<file path="src/design/bmi_pkg.sv">
// Shared types, constants and helpers for the bilinear map interpolator.
// Used by every module of the block but bmi_ram; depends on nothing.
package bmi_pkg;

    localparam int MAX_X_POINTS = 16;
    localparam int MAX_Y_POINTS = 16;
    localparam int DATA_WIDTH   = 16;
    localparam int FRAC_BITS    = 16;

    localparam int Q_W        = 16;
    localparam int CI_W       = $clog2(MAX_X_POINTS);
    localparam int RI_W       = $clog2(MAX_Y_POINTS);
    localparam int AI_W       = (CI_W > RI_W) ? CI_W : RI_W;
    localparam int CNT_W      = 5;
    localparam int FRAC_W     = FRAC_BITS + 1;
    localparam int GRID_DEPTH = MAX_X_POINTS * MAX_Y_POINTS;
    localparam int GRID_AW    = CI_W + RI_W;
    localparam int DCNT_W     = $clog2(FRAC_BITS + 1);
    localparam int PROD_W     = (DATA_WIDTH + 1) + (FRAC_W + 1);
    localparam int IN_W       = 56;
    localparam int OUT_W      = 64;
    localparam int CFG_IDX_W  = 4;

    localparam logic [FRAC_W-1:0] FRAC_ONE = {1'b1, {FRAC_BITS{1'b0}}};

    // Input mode codes
    typedef enum logic [2:0] {
        MODE_SAMPLE  = 3'd0,
        MODE_WR_X    = 3'd1,
        MODE_WR_Y    = 3'd2,
        MODE_WR_GRID = 3'd3,
        MODE_READ    = 3'd4
    } mode_t;

    // Configuration register indexes
    typedef enum logic [CFG_IDX_W-1:0] {
        REG_X_COUNT = 4'd0,
        REG_Y_COUNT = 4'd1
    } reg_idx_t;

    // Command kinds after classification
    typedef enum logic [2:0] {
        CMD_SAMPLE,
        CMD_WR_X,
        CMD_WR_Y,
        CMD_WR_GRID,
        CMD_READ,
        CMD_ZERO,
        CMD_DROP
    } cmd_kind_t;

    typedef struct packed {
        cmd_kind_t                     kind;
        logic signed [Q_W-1:0]         x_query;
        logic signed [Q_W-1:0]         y_query;
        logic [CI_W-1:0]               col;
        logic [RI_W-1:0]               row;
        logic signed [DATA_WIDTH-1:0]  value;
    } cmd_t;

    typedef struct packed {
        logic signed [DATA_WIDTH-1:0]  result_value;
        logic [CI_W-1:0]               col_low;
        logic [RI_W-1:0]               row_low;
        logic [FRAC_W-1:0]             frac_x;
        logic [FRAC_W-1:0]             frac_y;
    } result_t;

    typedef enum logic [3:0] {
        ST_IDLE,
        ST_SCAN,
        ST_EDGE,
        ST_DIV,
        ST_FETCH,
        ST_MUL,
        ST_ADD,
        ST_READ,
        ST_OUT
    } back_state_t;

    // Count register above the maximum acts as the maximum
    function automatic logic [CNT_W-1:0] clamp_count(input logic [CNT_W-1:0] c,
                                                     input logic [CNT_W-1:0] lim);
        return (c > lim) ? lim : c;
    endfunction

endpackage

</file>
<file path="src/design/bmi_front.sv">
// Front end: unpacks input transfers and classifies them against the counts.
// Depends on bmi_pkg.
module bmi_front (
    input  logic                         s_tvalid,
    output logic                         s_tready,
    input  logic [2:0]                   s_tuser,
    input  logic [bmi_pkg::IN_W-1:0]     s_tdata,
    input  logic [bmi_pkg::CNT_W-1:0]    nx,
    input  logic [bmi_pkg::CNT_W-1:0]    ny,
    input  logic                         q_full,
    output logic                         q_push,
    output bmi_pkg::cmd_t                q_data
);
    import bmi_pkg::*;

    logic [2:0]      mode;
    logic            col_ok;
    logic            row_ok;
    cmd_kind_t       kind;

    // Field unpack, first field in the lowest bits
    assign mode            = s_tuser;
    assign q_data.x_query  = s_tdata[15:0];
    assign q_data.y_query  = s_tdata[31:16];
    assign q_data.col      = s_tdata[35:32];
    assign q_data.row      = s_tdata[39:36];
    assign q_data.value    = s_tdata[55:40];

    assign col_ok = {1'b0, q_data.col} < nx;
    assign row_ok = {1'b0, q_data.row} < ny;

    // Classify; out-of-range writes and unused modes are dropped here
    always_comb
    begin
        case (mode)
            MODE_SAMPLE:  kind = (nx == '0 || ny == '0) ? CMD_ZERO : CMD_SAMPLE;
            MODE_WR_X:    kind = col_ok ? CMD_WR_X : CMD_DROP;
            MODE_WR_Y:    kind = row_ok ? CMD_WR_Y : CMD_DROP;
            MODE_WR_GRID: kind = (col_ok && row_ok) ? CMD_WR_GRID : CMD_DROP;
            MODE_READ:    kind = (col_ok && row_ok) ? CMD_READ : CMD_ZERO;
            default:      kind = CMD_DROP;
        endcase
    end

    assign q_data.kind = kind;
    assign s_tready    = !q_full;
    assign q_push      = s_tvalid && !q_full && (kind != CMD_DROP);

endmodule

</file>
<file path="config.mk">
export PLATFORM = sky130hd
export DESIGN_NAME = bmi_front
export DESIGN_NICKNAME = d
export VERILOG_FILES = /design/src/design/bmi_pkg.sv /design/src/design/bmi_front.sv
export SDC_FILE = /design/constraint.sdc
export NUM_CORES = 1
export LEC_CHECK = 0
export BUFFER_PORTS_ARGS = -buffer_cell sky130_fd_sc_hd__buf_2
export CAP_MARGIN = 30
export CORE_AREA = 2 2 60 51
export DETAILED_ROUTE_END_ITERATION = 6
export DIE_AREA = 0 0 62 53
export PLACE_DENSITY = 0.89
export SYNTH_ARGS = -nofsm -noshare
export SYNTH_HDL_FRONTEND = slang
export SYNTH_SLANG_ARGS = --single-unit
</file>
<file path="constraint.sdc">
create_clock -name vclk -period 1.5
set_input_delay 0.075 -clock vclk [all_inputs]
set_output_delay 0.075 -clock vclk [all_outputs]
set_load 0.005 [all_outputs]
</file>
==> results.md <==
| Parameter | Value |
| --- | --- |
| Final-report max-slew violation count | 0 |
| Total Nets Final | 163 |
| Remaining routing DRC violations | 0 |
| Overall Power | 221 uW |
| Crit path cell chain | buf_6 -> ha_4 -> a2111oi_4 -> nor4_4 -> or4b_1 -> o211ai_1 -> buf_2 |
| Power density of the placed cells | 296 mW/mm2 |
| Initial Util | 27.2% |
| Final setup violation count | 3 |
| DRT antenna net count | 0 |
| Final critical-path required period | 1.63 ns |
| Count of max-cap constraint violations | 0 |
| Placer Congestion | 0.722 |
| Chip height | 53 um |
| Top fanout value on the critical path | 4 |
| Pre-Repair DR Iteration Count | 3 |
| Initial antenna violation count | 0 |
| Final hold violation count | 0 |
| Detailed Route Iter0 Violations | 6 |
| Port buffer count | 36 |
| Syn-to-layout area delta | 3.12% |
| Post-CTS setup repair buffer count | 0 |
| Rel. slew slack | 78.0% |
| Sequential cell count | 0 |
| IO Pins | 132 |
| Die Wd | 62 um |
| Wirelength per Cell | 11.6 um |
| Sequential cell area | 0 um2 |
| Result of the run | finished with violations |
| Final core utilization | 28.0% |
| Std cell rows | 17 |
| Worst Tran Pin Value | 0.328 ns |
| Share of post-route cells with drive strength above 1 | 72.6% |
| Worst hold-check path type | in2out |
| Arrival time at the worst endpoint | 1.56 ns |
| Top achievable clock speed | 613 MHz |
| Slowest library cell on the worst path | or4b_1 |
| Clock buffer instance count of the final layout | 0 |
| Req. time, crit path | 1.42 ns |
| Synth unique cells | 21 |
| Most common cell after layout, fill and taps aside | buf_2 |
| Total Routing Usage GR | 7.27% |
| Combined area of the multi-input logic cells | 377 um2 |
| Area of the die | 0.00329 mm2 |
| Vias per std cell | 4.43 |
| Sum of net half-perimeters after detailed placement | 1110 um |
| Leakage | 0.357 nW |
| Via count | 541 |
| Post-Syn Area per Cell | 7.60 um2 |
| Cell depth of the worst min-delay path | 0 |
| CP Class | in2out |
| Setup slack after layout | -0.131 ns |
| Max incr delay on CP | 0.47 ns |
| Yosys synthesis warning count | 0 |
| Number of nets in the synthesized netlist | 172 |
| First-pass GRT wire length | 1890 um |
| Filler instances | 290 |
| Unrepaired setup endpoints after global routing | true |
| Worst-case setup slack after placement | -0.262 ns |
| Type of element capturing the critical path | primary output |
| Maximum number of pins on one net before global-route repair | 6 |
| Cell count after synthesis | 95 |
| Non-filler cells in the finished layout | 122 |
| Global route overflow | 0 |
| Violated checks | negative setup slack |
| Synth Cell Area | 722 um2 |
| Diode insertion count for antenna repair | 0 |
| Via count of the first global-routing pass | 482 |
| Final wirelength | 1410 um |
| Critical Path Source Type | input port |
| Placed instance count | 122 |
| Core Box Area | 0.00266 mm2 |
| Post-Route Hold Slack | 0.150 ns |
| CTS hold repair buffers | 0 |
| Sequential area share after synthesis | 0% |
| Maximum ir drop on the vdd rail | 44.9 uV |
| Highest-count cells in the layout ignoring fill and taps | buf_2, buf_4, inv_1, buf_6, ha_1 |
| Period Utilization, post-route | 109% |
## path summary, 6_finish.rpt
path	start	endpoint	slack (ns)
min	s_tdata[55]	q_data[15]	0.15
max	s_tdata[37]	q_data[56]	-0.13
## repair_timing
item / CTS / global route
endpoints found under the hold margin: 0 / 0
gates resized for setup: 16 / 9
setup endpoints to repair: 4 / 4
pin swaps: 4 / 3
## power by group
group,total [mW],internal [mW],switching (mW)
logic,0.221,0.125,0.0961
clock network,0,0,0
registers,0,0,0
total,0.221,0.125,0.0961
## final cells by class
| cell class | instances | area share, % |
|---|---|---|
| multi-input combinational | 31 | 50.6 |
| tap | 38 | 6.39 |
| inverter | 8 | 4.71 |
| timing repair buffer | 45 | 38.3 |
## synthesized netlist by cell type, drive strengths merged
library cell | instances | area (um2)
a221o | 1 | 11.3
nand2b | 2 | 12.5
buf | 56 | 420
o41ai | 1 | 27.5
ha | 6 | 75.1
o31a | 1 | 10.0
or2 | 1 | 8.76
o21ai | 1 | 5.00
nand2 | 1 | 3.75
nor4 | 3 | 18.8
nor2 | 2 | 7.51
a2111o | 1 | 11.3
nor3 | 3 | 15.0
a2111oi | 2 | 23.8
inv | 8 | 30.0
or4b | 1 | 10.0
o211ai | 1 | 7.51
a211o | 1 | 8.76
a21oi | 2 | 10.0
nand3 | 1 | 5.00
## stage by stage
step	setup TNS, ns	area [um2]
after floorplan	0	722
after global placement	-0.532	597
after detailed placement	-0.688	597
after CTS	-0.264	698
after global routing	-0.483	744
final	-0.226	744
## critical path, delay by kind of cell
kind	cells	cell delay (ns)
and+or+nand+nor	2	0.57
AOI/OAI and AO/OA	2	0.43
buffers and inverters	2	0.24
adders and majority gates	1	0.23
## routing by layer
layer	global-route usage, %	vias to the layer above	wire (um)
met5	0	-	0
met1	7.36	238	493
met2	13.0	37	630
met3	1.96	22	185
met4	4.26	0	102
li1	-	244	-
## cells by family (layout without fill, tap and decap cells)
logic type               count (synthesis)  count (layout)  share of synthesized area [%]
AO/OA/AOI/OAI                           11              11                           15.9
adder cells (fa/ha/maj)                  6               6                           10.4
buffers and inverters                   64              53                           62.4
AND/OR/NAND/NOR                         14              14                           11.3
No activity file was read; power rests on OpenSTA's default activity.
