**src/design/bmi_pkg.sv**
```systemverilog
// Shared types, constants and helpers for the bilinear map interpolator.
// Used by every module of the block but bmi_ram; depends on nothing.
package bmi_pkg;

    localparam int MAX_X_POINTS = 16;
    localparam int MAX_Y_POINTS = 16;
    localparam int DATA_WIDTH   = 16;
    localparam int FRAC_BITS    = 16;

    localparam int Q_W        = 16;
    localparam int CI_W       = $clog2(MAX_X_POINTS);
    localparam int RI_W       = $clog2(MAX_Y_POINTS);
    localparam int AI_W       = (CI_W > RI_W) ? CI_W : RI_W;
    localparam int CNT_W      = 5;
    localparam int FRAC_W     = FRAC_BITS + 1;
    localparam int GRID_DEPTH = MAX_X_POINTS * MAX_Y_POINTS;
    localparam int GRID_AW    = CI_W + RI_W;
    localparam int DCNT_W     = $clog2(FRAC_BITS + 1);
    localparam int PROD_W     = (DATA_WIDTH + 1) + (FRAC_W + 1);
    localparam int IN_W       = 56;
    localparam int OUT_W      = 64;
    localparam int CFG_IDX_W  = 4;

    localparam logic [FRAC_W-1:0] FRAC_ONE = {1'b1, {FRAC_BITS{1'b0}}};

    // Input mode codes
    typedef enum logic [2:0] {
        MODE_SAMPLE  = 3'd0,
        MODE_WR_X    = 3'd1,
        MODE_WR_Y    = 3'd2,
        MODE_WR_GRID = 3'd3,
        MODE_READ    = 3'd4
    } mode_t;

    // Configuration register indexes
    typedef enum logic [CFG_IDX_W-1:0] {
        REG_X_COUNT = 4'd0,
        REG_Y_COUNT = 4'd1
    } reg_idx_t;

    // Command kinds after classification
    typedef enum logic [2:0] {
        CMD_SAMPLE,
        CMD_WR_X,
        CMD_WR_Y,
        CMD_WR_GRID,
        CMD_READ,
        CMD_ZERO,
        CMD_DROP
    } cmd_kind_t;

    typedef struct packed {
        cmd_kind_t                     kind;
        logic signed [Q_W-1:0]         x_query;
        logic signed [Q_W-1:0]         y_query;
        logic [CI_W-1:0]               col;
        logic [RI_W-1:0]               row;
        logic signed [DATA_WIDTH-1:0]  value;
    } cmd_t;

    typedef struct packed {
        logic signed [DATA_WIDTH-1:0]  result_value;
        logic [CI_W-1:0]               col_low;
        logic [RI_W-1:0]               row_low;
        logic [FRAC_W-1:0]             frac_x;
        logic [FRAC_W-1:0]             frac_y;
    } result_t;

    typedef enum logic [3:0] {
        ST_IDLE,
        ST_SCAN,
        ST_EDGE,
        ST_DIV,
        ST_FETCH,
        ST_MUL,
        ST_ADD,
        ST_READ,
        ST_OUT
    } back_state_t;

    // Count register above the maximum acts as the maximum
    function automatic logic [CNT_W-1:0] clamp_count(input logic [CNT_W-1:0] c,
                                                     input logic [CNT_W-1:0] lim);
        return (c > lim) ? lim : c;
    endfunction

endpackage

```
**src/design/bmi_queue.sv**
```systemverilog
// Two-entry command queue between front and back end.
// Depends on bmi_pkg.
module bmi_queue (
    input  logic          clk,
    input  logic          rst_n,
    input  logic          push,
    input  bmi_pkg::cmd_t push_data,
    output logic          full,
    input  logic          pop,
    output logic          valid,
    output bmi_pkg::cmd_t pop_data
);
    import bmi_pkg::*;

    cmd_t       entry_reg [2];
    logic       wr_ptr_reg, wr_ptr_next;
    logic       rd_ptr_reg, rd_ptr_next;
    logic [1:0] count_reg, count_next;

    assign full     = (count_reg == 2'd2);
    assign valid    = (count_reg != 2'd0);
    assign pop_data = entry_reg[rd_ptr_reg];

    // Pointer and fill bookkeeping
    always_comb
    begin
        wr_ptr_next = wr_ptr_reg ^ push;
        rd_ptr_next = rd_ptr_reg ^ pop;
        count_next  = count_reg + {1'b0, push} - {1'b0, pop};
    end

    always_ff @(posedge clk or negedge rst_n)
    begin
        if (!rst_n)
        begin
            wr_ptr_reg <= 1'b0;
            rd_ptr_reg <= 1'b0;
            count_reg  <= 2'd0;
        end
        else
        begin
            wr_ptr_reg <= wr_ptr_next;
            rd_ptr_reg <= rd_ptr_next;
            count_reg  <= count_next;
        end
    end

    // Payload storage
    always_ff @(posedge clk)
    begin
        if (push)
        begin
            entry_reg[wr_ptr_reg] <= push_data;
        end
    end

endmodule

```
**config.mk**
```make
export PLATFORM = sky130hd
export DESIGN_NAME = bmi_queue
export DESIGN_NICKNAME = d
export VERILOG_FILES = /design/src/design/bmi_pkg.sv /design/src/design/bmi_queue.sv
export SDC_FILE = /design/constraint.sdc
export NUM_CORES = 1
export LEC_CHECK = 0
export ABC_AREA = 0
export BUFFER_PORTS_ARGS = -buffer_cell sky130_fd_sc_hd__buf_4
export CORE_MARGIN = 5
export CORE_UTILIZATION = 50
export CTS_CLUSTER_DIAMETER = 120
export CTS_CLUSTER_SIZE = 8
export DETAILED_ROUTE_END_ITERATION = 8
export GPL_TIMING_DRIVEN = 0
export HOLD_SLACK_MARGIN = 0.15
export PLACE_DENSITY = 0.76
export SETUP_SLACK_MARGIN = 0.3
export SLEW_MARGIN = 0
export SYNTH_ARGS = -nofsm -noshare
export SYNTH_HDL_FRONTEND = slang
export SYNTH_SLANG_ARGS = --single-unit
```
**constraint.sdc**
```tcl
create_clock -name clk -period 6 [get_ports clk]
set_input_delay 0.6 -clock clk [delete_from_list [all_inputs] [get_ports clk]]
set_output_delay 0.6 -clock clk [all_outputs]
set_load 0.01 [all_outputs]
```
==> out/summary.log, run 1 <==
[run_status] run status complete, no violations
[worst_setup_path] endpoint kind of the worst setup timing path output pin
[layout] share of cells above drive strength 1 62.4%
[power] Max rail drop VDD 0.318 mV
[clock_tree] total CTS buffers 17
[clock_tree] total number of clock tree sinks 122
[place] pre-CTS setup slack 4.12 ns
[layout] n_diodes 0
[worst_setup_path] R2R Path End entry_reg[0][43]
[global_routing] GRT overflow 0
[synthesis] most area-consuming cells after synthesis sky130_fd_sc_hd__edfxtp_1 (74%), sky130_fd_sc_hd__mux2_4 (19%), sky130_fd_sc_hd__buf_12 (2.5%)
[drt] wire length reported by the detailed router 8.22 mm
[place] IO buf count 123
[synthesis] sequential area share after synthesis 76.4%
[power] power density over the cells 497 mW/mm^2
[synthesis] top-count cell post-synth sky130_fd_sc_hd__edfxtp_1
[timing] setup TNS 0 ns
[worst_setup_path] start of the worst register-to-register path wr_ptr_reg
[clock_tree] post-CTS setup buffers 0
[clock_tree] H-tree levels 4
[synthesis] Synth Cell Area 0.00477 mm^2
[synthesis] Avg Cell Area, Syn 23.9 um^2
[min_path] worst-case hold path end point entry_reg[0][19]
[timing] crit share post-route 37.2%
[synthesis] distinct cell type count after synthesis 11
[synthesis] Mapped Cells 200
[drt] average via count per standard cell 4.65
[global_routing] number of antenna violations at the first check in global routing 0
[global_routing] pin count of the biggest net entering global routing 60
[clock_tree] clock latency reported for the late side of the worst-skew pair 0.49 ns
[min_path] min-delay src push_data[19]
[worst_setup_path] data arrival time of the critical path 1.63 ns
[worst_setup_path] register-to-register path setup slack 4.39 ns
[layout] flip-flop count of the largest register, all copies and words added 118
[worst_setup_path] Worst setup SP type flop
[drt] total iterations of the first detailed-routing run 4
[worst_setup_path] largest stage delay on the critical path 0.34 ns
[synthesis] Async S/R FF share, synth 3.28%
[floorplanning] Die Ht 108 um
[timing] measured slew at the worst slew-check pin 0.851 ns
[synthesis] total of flip-flops plus latches after synthesis 122
[clock_tree] largest buffer count on any clock path 2
[synthesis] Syn Nets 267
[floorplanning] total core area 0.00928 mm^2
[min_path] Hold/Removal Path Class in2reg
[timing] worst setup margin 3.77 ns
[drt] vias after detailed routing 2,257
[drt] antenna viol nets, final 0
[synthesis] flip-flop cell with the highest count after synthesis sky130_fd_sc_hd__edfxtp_1
[clock_tree] TritonCTS clock tree yes
[worst_setup_path] top fanout value on the critical path 10
[timing] worst slew margin relative to its limit 43.3%
[floorplanning] Initial Util 51.4%
[layout] Final Net Count 410
[synthesis] Warnings, synthesis 0
[drt] Routed wire per std cell 16.9 um
[drt] DRC violation total after the first TritonRoute iteration 117
[worst_setup_path] Critical path buffers and inverters 3
[timing] crit path time final 2.23 ns
[place] routability congestion estimate from global placement 0.651
[timing] final number of hold-violating endpoints 0
[global_routing] first-pass GRT wire length 12.8 mm
[place] detailed-placement wirelength estimate 5.34 mm
[worst_setup_path] cell class contributing the biggest share of worst-path delay buffers and inverters
[timing] maximum clock rate 448 MHz
[clock_tree] post-cts resize count 0
[worst_setup_path] chain of cells forming the critical path buf_6 -> buf_12 -> mux2_4 -> buf_4
[min_path] Hold Crit Depth 1
[clock_tree] number of hold-repair buffers added at the cts stage 1
[floorplanning] Ports 124
[synthesis] cell type contributing the most total cell area after synthesis sky130_fd_sc_hd__edfxtp_1
[floorplanning] Die X 108 um
[clock_tree] clock slew at reported path FFs 0.06 ns
[layout] Layout area overhead 35.3%
[timing] final setup skew 0.00663 ns
[layout] post-layout utilization of the core 69.5%
[synthesis] top post-synthesis cells by count sky130_fd_sc_hd__edfxtp_1 (118), sky130_fd_sc_hd__mux2_4 (59), sky130_fd_sc_hd__buf_12 (6)
[floorplanning] Die ar. 0.0116 mm^2
[worst_setup_path] worst setup path class reg2out
[global_routing] overall global routing resource usage 14.8%
[job] maximum capacitance violations 0
[global_routing] via count of the first global-routing pass 2,492
[timing] RSZ-0062 raised after global routing no
[worst_setup_path] Crit-path slowest cell sky130_fd_sc_hd__dfrtp_1
[synthesis] top cell type's share of synthesized area 74.3%
[floorplanning] count of standard-cell rows 35
[clock_tree] buffer cell driving the clock tree root sky130_fd_sc_hd__clkbuf_8
[drt] remaining design rule violation count 0
[power] Leak 2.64 nW
[worst_setup_path] cells on worst reg2reg path 2
[worst_setup_path] data required time of the worst path 5.40 ns
[timing] final max-slew violation count 0
[timing] Final setup viols 0
[power] total power 3.21 mW
[synthesis] Post-synth EDFFs 118
-- metal layers --
| layer | wire length, um | part of all wire, % | global-route usage [%] |
|---|---|---|---|
| met5 | 0 | 0 | 0 |
| met4 | 99 | 1.2 | 5.95 |
| met3 | 459 | 5.6 | 4.80 |
| met2 | 4530 | 55 | 26.1 |
| met1 | 3130 | 38 | 16.6 |
-- kinds of logic after synthesis --
group         count (synthesis)  share of synthesized area (%)
flops                       122                           76.4
mux                          59                           18.6
buf+inv                      11                           3.07
fa+ha+maj                     4                           1.05
xor+xnor                      2                          0.682
simple gates                  2                          0.262
-- metrics by stage --
stage	instances	cell area, um^2	hold slack [ns]
floorplan	200	4770	0.304
global placement	452	5860	0.398
detailed placement	452	5880	0.401
CTS	485	6460	0.259
global route	485	6460	0.255
finish	485	6460	0.287
-- worst max path at each step --
stage	from	endpoint	slack (ns)	depth (start not counted)
final	rd_ptr_reg	pop_data[55]	3.77	4
after global routing	rd_ptr_reg	pop_data[55]	3.69	4
after CTS	rd_ptr_reg	pop_data[55]	3.73	4
after detailed placement	push	entry_reg[1][24]	4.12	2
after global placement	push	entry_reg[0][22]	2.64	2
after floorplan	push	entry_reg[0][0]	3.54	1
-- where the power goes --
part / total (mW) / switching [mW] / internal, mW / leakage (nW)
Sequential: 1.18 / 0.0459 / 1.14 / 1.15
Clock: 0.952 / 0.360 / 0.592 / 0.266
Combinational: 1.08 / 0.448 / 0.628 / 1.22
Total: 3.21 / 0.854 / 2.36 / 2.64
-- cell usage in the layout (no fill, tap or decap), drive strengths merged --
cell type / instances
clkinv: 5
clkinvlp: 4
xor2: 1
clkbuf: 18
inv: 7
edfxtp: 118
dlygate4sd3: 1
buf: 130
ha: 4
bufinv: 2
xor3: 1
mux2: 59
dfrtp: 4
nor2b: 1
or2: 1
-- layout make-up --
cell class / instances / area (um^2)
fillers: 617 / 2830
multi-input cells: 67 / 1010
repair buffers: 124 / 933
inverters: 4 / 15.0
clock buffers: 18 / 418
clock inverters: 14 / 148
plain buffers: 7 / 131
flip-flops and latches: 122 / 3640
well taps: 129 / 161
Power figures use the tool's default switching activity.
==> run 2: changes to the inputs <==
--- a/config.mk
+++ b/config.mk
@@ -8,13 +8,13 @@
 export ABC_AREA = 0
 export BUFFER_PORTS_ARGS = -buffer_cell sky130_fd_sc_hd__buf_4
 export CORE_MARGIN = 5
-export CORE_UTILIZATION = 50
+export CORE_UTILIZATION = 47
 export CTS_CLUSTER_DIAMETER = 120
 export CTS_CLUSTER_SIZE = 8
 export DETAILED_ROUTE_END_ITERATION = 8
 export GPL_TIMING_DRIVEN = 0
 export HOLD_SLACK_MARGIN = 0.15
-export PLACE_DENSITY = 0.76
+export PLACE_DENSITY = 0.75
 export SETUP_SLACK_MARGIN = 0.3
 export SLEW_MARGIN = 0
 export SYNTH_ARGS = -nofsm -noshare
==> constraint.sdc (replaced) <==
create_clock -name clk -period 2 [get_ports clk]
set_input_delay 0.2 -clock clk [delete_from_list [all_inputs] [get_ports clk]]
set_output_delay 0.2 -clock clk [all_outputs]
set_load 0.01 [all_outputs]
==> run 2 against run 1 <==
Setup slack got worse by 3.6 ns; first-iteration DRC count fell by 22%; largest cell class unchanged; routed wire length rose by 9.7%; largest power group unchanged; critical endpoint is now pop_data[25]; register-to-register slack got worse by 3.9 ns; clock-buffer cell count rose by 3; final area rose by 11%; clock power rose to 3.0 times the previous value; global-route usage rose by 0.72 points.
==> out/summary.log, run 2 (same netlist as run 1, synthesis figures left out) <==
[clock_tree] clock latency reported for the late side of the worst-skew pair 0.50 ns
[power] Leak 2.94 nW
[timing] worst slew margin relative to its limit 44.7%
[place] detailed-placement wirelength estimate 5.26 mm
[worst_setup_path] Crit-path slowest cell sky130_fd_sc_hd__dfrtp_1
[power] proportion of power drawn by the clock network 29.0%
[worst_setup_path] Critical path buffers and inverters 3
[power] Logic pwr share 35.5%
[floorplanning] Die ar. 0.0123 mm^2
[floorplanning] Ports 124
[layout] flip-flop count of the largest register, all copies and words added 118
[floorplanning] total core area 0.00982 mm^2
[timing] maximum clock rate 539 MHz
[drt] Routed wire per std cell 16.3 um
[timing] crit path time final 1.86 ns
[min_path] Hold/Removal Path Class in2reg
[clock_tree] TritonCTS clock tree yes
[worst_setup_path] data arrival time of the critical path 1.66 ns
[floorplanning] count of standard-cell rows 36
[worst_setup_path] worst setup path class reg2out
[global_routing] pin count of the biggest net entering global routing 60
[place] routability congestion estimate from global placement 0.668
[clock_tree] buffer cell driving the clock tree root sky130_fd_sc_hd__clkbuf_8
[global_routing] via count of the first global-routing pass 2,883
[power] switching share of power 25.9%
[global_routing] met2 GRT Util 27.6%
[run_status] run status complete, no violations
[timing] crit share post-route 92.8%
[worst_setup_path] cell class contributing the biggest share of worst-path delay buffers and inverters
[worst_setup_path] data required time of the worst path 1.80 ns
[place] pre-CTS setup slack 0.380 ns
[timing] final setup skew 0.00714 ns
[worst_setup_path] Worst setup SP type flop
[job] maximum capacitance violations 0
[power] Max rail drop VDD 0.779 mV
[power] part of the power in registers 35.5%
[drt] average via count per standard cell 4.59
[global_routing] overall global routing resource usage 15.5%
[timing] worst setup margin 0.145 ns
[layout] filler cell count in the final layout 595
[worst_setup_path] endpoint kind of the worst setup timing path output pin
[layout] share of cells above drive strength 1 52.7%
[timing] RSZ-0062 raised after global routing yes
[timing] measured slew at the worst slew-check pin 0.830 ns
[layout] n_diodes 0
[global_routing] M1 GR Usage 16.5%
[drt] vias after detailed routing 2,545
[timing] final number of hold-violating endpoints 0
[clock_tree] clock slew at reported path FFs 0.06 ns
[layout] most common library cell in the layout ignoring fill and taps sky130_fd_sc_hd__edfxtp_1
[worst_setup_path] Top cell by count, worst path sky130_fd_sc_hd__buf_12
[floorplanning] Die X 111 um
[global_routing] number of antenna violations at the first check in global routing 0
[clock_tree] largest buffer count on any clock path 2
[power] Internal Power 7.42 mW
[power] power density over the cells 1390 mW/mm^2
[timing] setup TNS 0 ns
[floorplanning] Initial Util 48.6%
[power] total net switching power 2.59 mW
[layout] Final Net Count 475
[worst_setup_path] top fanout value on the critical path 10
[place] IO buf count 123
[global_routing] GR Layer Usage met3 5.24%
[drt] DRC violation total after the first TritonRoute iteration 91
[drt] antenna viol nets, final 0
[clock_tree] total CTS buffers 17
[worst_setup_path] largest stage delay on the critical path 0.39 ns
[global_routing] GRT overflow 0
[layout] leading cell types in the layout, fill and taps excluded sky130_fd_sc_hd__edfxtp_1 (118), sky130_fd_sc_hd__buf_4 (115), sky130_fd_sc_hd__dlygate4sd3_1 (63)
[clock_tree] H-tree levels 4
[worst_setup_path] chain of cells forming the critical path buf_12 -> buf_12 -> mux2_4 -> buf_4
[global_routing] layer with the highest usage after global routing met2
[drt] wire length reported by the detailed router 9.01 mm
[global_routing] first-pass GRT wire length 14.7 mm
[clock_tree] total number of clock tree sinks 122
[drt] total iterations of the first detailed-routing run 4
[floorplanning] Die Ht 111 um
[timing] final max-slew violation count 0
[timing] Final setup viols 0
[drt] remaining design rule violation count 0
[layout] Layout area overhead 50.7%
-- run 2: metrics by stage --
stage                     hold WS [ns]  std cells  utilization, %  power, mW  cell area (um^2)
after floorplan                -0.0956        200               -       5.65              4780
after global placement        -0.00215        456            59.7       6.83              5870
after detailed placement     -0.000117        456            59.9       6.89              5890
after CTS                        0.393        553            73.0       10.1              7170
after global routing             0.403        554            73.2       10.5              7190
final                            0.422        554            73.2       10.0              7190
-- run 2: timing repair --
action                                  in CTS  in global routing
hold buffers                                63                  0
endpoints found under the setup margin      59                107
gates cloned                                 1                  0
endpoints found under the hold margin      125                  0
setup buffers                                1                  1
resized for setup                           11                  1
-- run 2: power by group through the flow --
stage | clock, mW | sequential [mW] | combinational, mW
6_report | 2.90 | 3.55 | 3.55
3_5_place_dp | 0 | 3.60 | 3.29
4_1_cts | 2.96 | 3.56 | 3.56
5_1_grt | 3.09 | 3.59 | 3.77
3_3_place_gp | 0 | 3.57 | 3.26
2_1_floorplan | 0 | 3.55 | 2.10
-- run 2: metal layers --
metal	up-vias	part of all wire, %
li1	1205	-
met1	1238	38
met2	85	54
met3	17	5.3
met4	0	2.4
met5	-	0
-- run 2: layout make-up --
class                      instances  area [um^2]  share of cell area [%]
buffer                             7          140                    1.95
clock buffer                      21          429                    5.97
clock inverter                    11          148                    2.05
inverter                           4         15.0                   0.209
multi-input combinational         67         1010                    14.0
sequential                       122         3640                    50.7
tap                              133          166                    2.31
timing repair buffer             189         1640                    22.8
-- run 2: worst reg2reg max path: cells and delay by family, from the launching register on --
family / cells / cell delay [ns]
buffers and inverters: 2 / 0.38
adder cells (fa/ha/maj): 1 / 0.44
flip-flops: 1 / 0.40
-- run 2: worst paths after layout --
check                                   start               end  slack [ns]  cells after the start
worst max-delay path               rd_ptr_reg      pop_data[25]        0.14                      4
worst min-delay path            push_data[56]  entry_reg[0][56]        0.42                      2
worst max register to register     wr_ptr_reg  entry_reg[0][40]        0.47                      3
worst min register to register   count_reg[1]      count_reg[1]        0.64                      1
max in group asynchronous               rst_n        rd_ptr_reg        1.23                      3
min in group asynchronous               rst_n      count_reg[1]        0.60                      3
